==> src/rtl/cmae_pkg.sv <==
// cmae_pkg: shared types, codes and fixed-point helpers of the complex matrix engine
// no dependencies
package cmae_pkg;

  localparam int DATA_W      = 32;
  localparam int DIM_W       = 4;
  localparam int IDX_W       = 3;
  localparam int EXP_W       = 8;
  localparam int OPC_W       = 3;
  localparam int CFG_IDX_W   = 3;
  localparam int QUEUE_DEPTH = 4;
  localparam int QPTR_W      = 2;
  localparam int QCNT_W      = 3;

  localparam logic [OPC_W-1:0] OPC_LOAD_A = 3'd0;
  localparam logic [OPC_W-1:0] OPC_LOAD_B = 3'd1;
  localparam logic [OPC_W-1:0] OPC_ADD    = 3'd2;
  localparam logic [OPC_W-1:0] OPC_SUB    = 3'd3;
  localparam logic [OPC_W-1:0] OPC_MUL    = 3'd4;
  localparam logic [OPC_W-1:0] OPC_POW    = 3'd5;

  localparam logic [CFG_IDX_W-1:0] CFG_A_ROWS = 3'd0;
  localparam logic [CFG_IDX_W-1:0] CFG_A_COLS = 3'd1;
  localparam logic [CFG_IDX_W-1:0] CFG_B_ROWS = 3'd2;
  localparam logic [CFG_IDX_W-1:0] CFG_B_COLS = 3'd3;

  typedef enum logic [2:0] {
    CLS_LOAD_A,
    CLS_LOAD_B,
    CLS_ADD,
    CLS_SUB,
    CLS_MUL,
    CLS_POW
  } cls_t;

  typedef struct packed {
    cls_t                     cls;
    logic [IDX_W-1:0]         row;
    logic [IDX_W-1:0]         col;
    logic signed [DATA_W-1:0] re;
    logic signed [DATA_W-1:0] im;
    logic [EXP_W-1:0]         exp;
  } item_t;

  typedef struct packed {
    logic [DIM_W-1:0] a_rows;
    logic [DIM_W-1:0] a_cols;
    logic [DIM_W-1:0] b_rows;
    logic [DIM_W-1:0] b_cols;
  } dims_t;

  // saturate a 33-bit sum to 32 bits
  function automatic logic signed [DATA_W-1:0] sat33(input logic signed [DATA_W:0] v);
    logic signed [DATA_W-1:0] res;
    if (v[DATA_W] != v[DATA_W-1]) begin
      res = v[DATA_W] ? {1'b1, {(DATA_W-1){1'b0}}} : {1'b0, {(DATA_W-1){1'b1}}};
    end else begin
      res = v[DATA_W-1:0];
    end
    return res;
  endfunction

  // saturate a 64-bit value to 32 bits
  function automatic logic signed [DATA_W-1:0] sat64(input logic signed [2*DATA_W-1:0] v);
    logic signed [DATA_W-1:0] res;
    if (v > 64'sh000000007FFFFFFF) begin
      res = {1'b0, {(DATA_W-1){1'b1}}};
    end else if (v < -64'sh0000000080000000) begin
      res = {1'b1, {(DATA_W-1){1'b0}}};
    end else begin
      res = v[DATA_W-1:0];
    end
    return res;
  endfunction

endpackage

==> src/rtl/cmae_front.sv <==
// cmae_front: accepts items, classifies them and holds them in a short queue
// depends on cmae_pkg
module cmae_front #(
  parameter int MAX_DIM = 8
) (
  input  logic                              clk,
  input  logic                              rst_n,
  input  logic                              in_push,
  output logic                              in_full,
  input  logic [cmae_pkg::OPC_W-1:0]        in_opcode,
  input  logic [cmae_pkg::IDX_W-1:0]        in_row_index,
  input  logic [cmae_pkg::IDX_W-1:0]        in_col_index,
  input  logic signed [cmae_pkg::DATA_W-1:0] in_real_part,
  input  logic signed [cmae_pkg::DATA_W-1:0] in_imag_part,
  input  logic [cmae_pkg::EXP_W-1:0]        in_exponent,
  output logic                              q_valid,
  output cmae_pkg::item_t                   q_item,
  input  logic                              q_pop
);

  cmae_pkg::item_t                   entry_r [cmae_pkg::QUEUE_DEPTH];
  logic [cmae_pkg::QPTR_W-1:0]       wr_ptr_r;
  logic [cmae_pkg::QPTR_W-1:0]       rd_ptr_r;
  logic [cmae_pkg::QCNT_W-1:0]       count_r;
  cmae_pkg::item_t                   cls_item;
  logic                              keep;
  logic                              in_range;
  logic                              enq;
  logic                              deq;

  assign in_full  = (count_r == cmae_pkg::QCNT_W'(cmae_pkg::QUEUE_DEPTH));
  assign q_valid  = (count_r != '0);
  assign q_item   = entry_r[rd_ptr_r];
  assign in_range = (int'(in_row_index) < MAX_DIM) && (int'(in_col_index) < MAX_DIM);

  // decode: out-of-range loads and unused opcodes are dropped here
  always_comb begin
    cls_item.row = in_row_index;
    cls_item.col = in_col_index;
    cls_item.re  = in_real_part;
    cls_item.im  = in_imag_part;
    cls_item.exp = in_exponent;
    cls_item.cls = cmae_pkg::CLS_ADD;
    keep         = 1'b1;
    unique case (in_opcode)
      cmae_pkg::OPC_LOAD_A: begin
        cls_item.cls = cmae_pkg::CLS_LOAD_A;
        keep         = in_range;
      end
      cmae_pkg::OPC_LOAD_B: begin
        cls_item.cls = cmae_pkg::CLS_LOAD_B;
        keep         = in_range;
      end
      cmae_pkg::OPC_ADD: cls_item.cls = cmae_pkg::CLS_ADD;
      cmae_pkg::OPC_SUB: cls_item.cls = cmae_pkg::CLS_SUB;
      cmae_pkg::OPC_MUL: cls_item.cls = cmae_pkg::CLS_MUL;
      cmae_pkg::OPC_POW: cls_item.cls = cmae_pkg::CLS_POW;
      default: keep = 1'b0;
    endcase
  end

  assign enq = in_push && !in_full && keep;
  assign deq = q_pop && q_valid;

  always_ff @(posedge clk) begin
    if (enq) begin
      entry_r[wr_ptr_r] <= cls_item;
    end
  end

  always_ff @(posedge clk) begin
    if (!rst_n) begin
      wr_ptr_r <= '0;
      rd_ptr_r <= '0;
      count_r  <= '0;
    end else begin
      if (enq) begin
        wr_ptr_r <= wr_ptr_r + cmae_pkg::QPTR_W'(1);
      end
      if (deq) begin
        rd_ptr_r <= rd_ptr_r + cmae_pkg::QPTR_W'(1);
      end
      if (enq && !deq) begin
        count_r <= count_r + cmae_pkg::QCNT_W'(1);
      end else if (deq && !enq) begin
        count_r <= count_r - cmae_pkg::QCNT_W'(1);
      end
    end
  end

endmodule

==> config.mk <==
export PLATFORM = sky130hd
export DESIGN_NAME = cmae_front
export DESIGN_NICKNAME = d
export VERILOG_FILES = /design/src/rtl/cmae_pkg.sv /design/src/rtl/cmae_front.sv
export SDC_FILE = /design/constraint.sdc
export NUM_CORES = 1
export LEC_CHECK = 0
export ABC_AREA = 1
export BUFFER_PORTS_ARGS = -buffer_cell sky130_fd_sc_hd__buf_2
export CORE_MARGIN = 5
export CORE_UTILIZATION = 45
export CTS_BUF_LIST = sky130_fd_sc_hd__clkbuf_4
export CTS_CLUSTER_DIAMETER = 120
export DETAILED_ROUTE_END_ITERATION = 7
export HOLD_SLACK_MARGIN = 0.1
export PLACE_DENSITY = 0.67
export SYNTH_ARGS = -nofsm -noshare
export SYNTH_HDL_FRONTEND = slang
export SYNTH_SLANG_ARGS = --single-unit
==> constraint.sdc <==
create_clock -name clk -period 5.5 [get_ports clk]
set_clock_uncertainty 0.2 [all_clocks]
set_input_delay 1.375 -clock clk [delete_from_list [all_inputs] [get_ports clk]]
set_output_delay 1.375 -clock clk [all_outputs]
set_load 0.01 [all_outputs]
==> flow_metrics.env <==
export IMPL_endpoint_kind="primary output"
export IMPL_powerDensity_nw_per_um2=449.9
export IMPL_max_stage_delay_ns=0.68
export IMPL_synthXorXnorAreaFrac_pct=0.06948
export IMPL_drtAntennaViolNets=0
export IMPL_power_share_sequential_pct=46.2
export IMPL_sw_frac_of_total_pct=30.01
export IMPL_cp_start_kind="flop"
export IMPL_cpMaxStageDelayCell="buf_4"
export IMPL_slew_headroom_pct=36.03
export IMPL_grt_pass1_wl_microns=41130
export IMPL_synthMuxAreaShare_pct=0
export IMPL_pwr_share_clk_pct=31.6
export IMPL_p_total_w=0.006659
export IMPL_worstPathMaxFanout=82
export IMPL_fmax_mhz=241.9
export IMPL_cts_resized=0
export IMPL_tightestPinTransition_ns=0.9595
export IMPL_wire_per_inst_microns=17.53
export IMPL_synth_most_common_cell="edfxtp_1"
export IMPL_slew_viol_final=0
export IMPL_gp_congestion=0.7132
export IMPL_synthTopCellsByCount="edfxtp_1 (324), nor2_1 (157), o21ai_0 (143)"
export IMPL_cts_buffer_depth=3
export IMPL_reg2reg_to="entry_r[2][47]$_DFFE_PP_"
export IMPL_io_pins=168
export IMPL_layout_min_cycle_time_ns=4.135
export IMPL_async_flop_share_pct=0
export IMPL_netlist_area_sq_um=12610
export IMPL_min_from="rd_ptr_r[1]$_SDFFE_PN0P_"
export IMPL_internal_power_w=0.004661
export IMPL_viasPerCell=5.098
export IMPL_synth_avg_cell_area_sq_um=14.62
export IMPL_overflow=0
export IMPL_synth_nets=953
export IMPL_grt_max_degree=163
export IMPL_synth_cells=862
export IMPL_max_cap_viol_count=0
export IMPL_ir_drop_mv=0.3229
export IMPL_arrival_ns=2.56
export IMPL_hpwlAfterDp_microns=14190
export IMPL_period_share_pct=75.17
export IMPL_critical_path_top_delay_family="buffers and inverters"
export IMPL_cts_setup_buffers=0
export IMPL_yosysWarnings=0
export IMPL_final_util_pct=53.43
export IMPL_cts_max_level=3
export IMPL_rsz0062_at_grt="false"
export IMPL_p_leak_nw=5.274
export IMPL_crit_chain="buf_4 -> o21ai_0 -> o22ai_1 -> buf_2"
export IMPL_dp_cells=1364
export IMPL_hold_depth=2
export IMPL_hold_buffers=0
export IMPL_synth_top_area_cell="edfxtp_1"
export IMPL_drc=0
export IMPL_worstHoldPathType="flop to flop"
export IMPL_start_util_pct=45.50
export IMPL_fill_cells=2366
export IMPL_outcome="completed"
export IMPL_synth_top_area_share_pct=77.18
export IMPL_critPathBufInv=2
export IMPL_io_buffers=167
export IMPL_numCtsBuffers=84
export IMPL_synth_seq_cells=333
export IMPL_die_area_sq_um=31460
export IMPL_drt_iter0_drc=456
export IMPL_dp_slack_ns=1.751
export IMPL_combPwrFrac_pct=22.1
export IMPL_drt_pass1_iter_count=5
export IMPL_final_nets=1163
export IMPL_finalHoldWorstSlack_ns=0.2882
export IMPL_setup_ws_ns=1.365
export IMPL_synth_edff_count=324
export IMPL_die_h_microns=177.4
export IMPL_die_w_microns=177.4
export IMPL_grt_pass1_vias=7761
export IMPL_ys_seq_area_share_pct=78.61
export IMPL_reg2reg_slack_ns=3.02
export IMPL_areaGrowthSynthToFinish_pct=17.42
export IMPL_path_clk_slew_ns=0.07
export IMPL_rows=61
export IMPL_clockRootBuffer="clkbuf_4"
export IMPL_worstPathRequired_ns=3.92
export IMPL_grt_usage_pct=16.72
export IMPL_synth_top_family_by_area="compound AO/OA/AOI/OAI gates"
export IMPL_hold_viol=0
export IMPL_final_layout_size_suffix_gt1_share_pct=29.97
export IMPL_synth_ff_type="edfxtp_1"
export IMPL_crit_type="flop to primary output"
export IMPL_clock_latency_ns=0.65
export IMPL_antenna_found_initial=7
export IMPL_power_switching_w=0.001998
export IMPL_vias=7713
export IMPL_synthTopCellsByArea="edfxtp_1 (77%), o21ai_0 (5.7%), nor2_1 (4.7%)"
export IMPL_drt_wl_total_microns=26520
export IMPL_setup_viol=0
export IMPL_cts_sinks=333
export IMPL_yosys_area_share_simple_pct=6.342
export IMPL_synth_compound_area_share_pct=10.69
export IMPL_r2r_cells=5
export IMPL_yosys_area_share_adder_pct=0.6551
export IMPL_core_sq_um=27710
export IMPL_r2r_start="count_r[0]$_SDFFE_PN0P_"
export IMPL_yosysUniqueCellTypes=22
export IMPL_fin_cells=1513
export IMPL_cts_tree="built"
cell usage in the layout (no fill, tap or decap), types with 11 or more instances in the layout:
cell type	n
o21ai_0	143
edfxtp_1	324
clkinv_1	11
inv_1	20
buf_2	167
nor2_1	153
o22ai_1	81
clkbuf_4	125
nand2_1	16
nor2_2	20
o21ai_1	20
kinds of logic (layout without fill, tap and decap cells):
family	Yosys count	after routing
AND/OR/NAND/NOR	198	198
flip-flops	333	333
AO/OA/AOI/OAI	249	249
other	0	4
adder cells (fa/ha/maj)	6	6
buffers and inverters	75	344
XOR/XNOR	1	1
stage by stage:
step | instance area, sq um | setup TNS (ns)
2_1_floorplan | 12610 | -138.47
3_3_place_gp | 13690 | 0
3_5_place_dp | 13690 | 0
4_1_cts | 14790 | 0
5_1_grt | 14800 | 0
6_report | 14800 | 0
power groups by stage:
stage	sequential (W)	combinational (W)	clock [W]
after floorplan	0.00313	0.000995	0
after global placement	0.00313	0.00147	0
after detailed placement	0.00313	0.00149	0
after CTS	0.00308	0.00150	0.00218
after global routing	0.00309	0.00164	0.00234
final	0.00308	0.00147	0.00211
sequential cells by signal (all words and copies together), names as in the netlist, named ones only:
name,cells
count_r,3
entry_r,324
wr_ptr_r,2
rd_ptr_r,2
cell type report:
cell class	count	area, sq um	share of cell area [%]
timing repair buffer	177	935.9	6.323
antenna	4	10.01	0.06762
multi-input combinational	454	2268	15.33
inverter	22	95.09	0.6424
clock inverter	20	166.4	1.124
tap	378	473.0	3.195
sequential	333	9915	66.98
clock buffer	125	938.4	6.340
worst max path at each step:
stage                            start                        to  slack, ns  cells past startpoint
final                             flop                q_item[13]       1.37                      4
after global routing              flop                q_item[13]       1.05                      4
after CTS                         flop                q_item[13]       1.26                      4
after detailed placement  in_opcode[1]  entry_r[2][36]$_DFFE_PP_       1.75                      7
after global placement    in_opcode[1]  entry_r[2][36]$_DFFE_PP_       1.78                      7
after floorplan           in_opcode[2]   entry_r[0][0]$_DFFE_PP_      -0.43                      5
tightest hold or removal path, stage by stage (launching register included):
cell and delay [ns]:
dfxtp_1 0.32, nand2_1 0.07, a21oi_1 0.07
routing by layer:
metal	up-vias	GRT usage [%]	part of all wire [%]
met5	-	0	0.16
met1	3745	21.14	42
met3	31	5.177	6.9
met4	8	5.736	1.2
met2	232	27.60	50
li1	3697	-	-
Power figures use the tool's default switching activity.
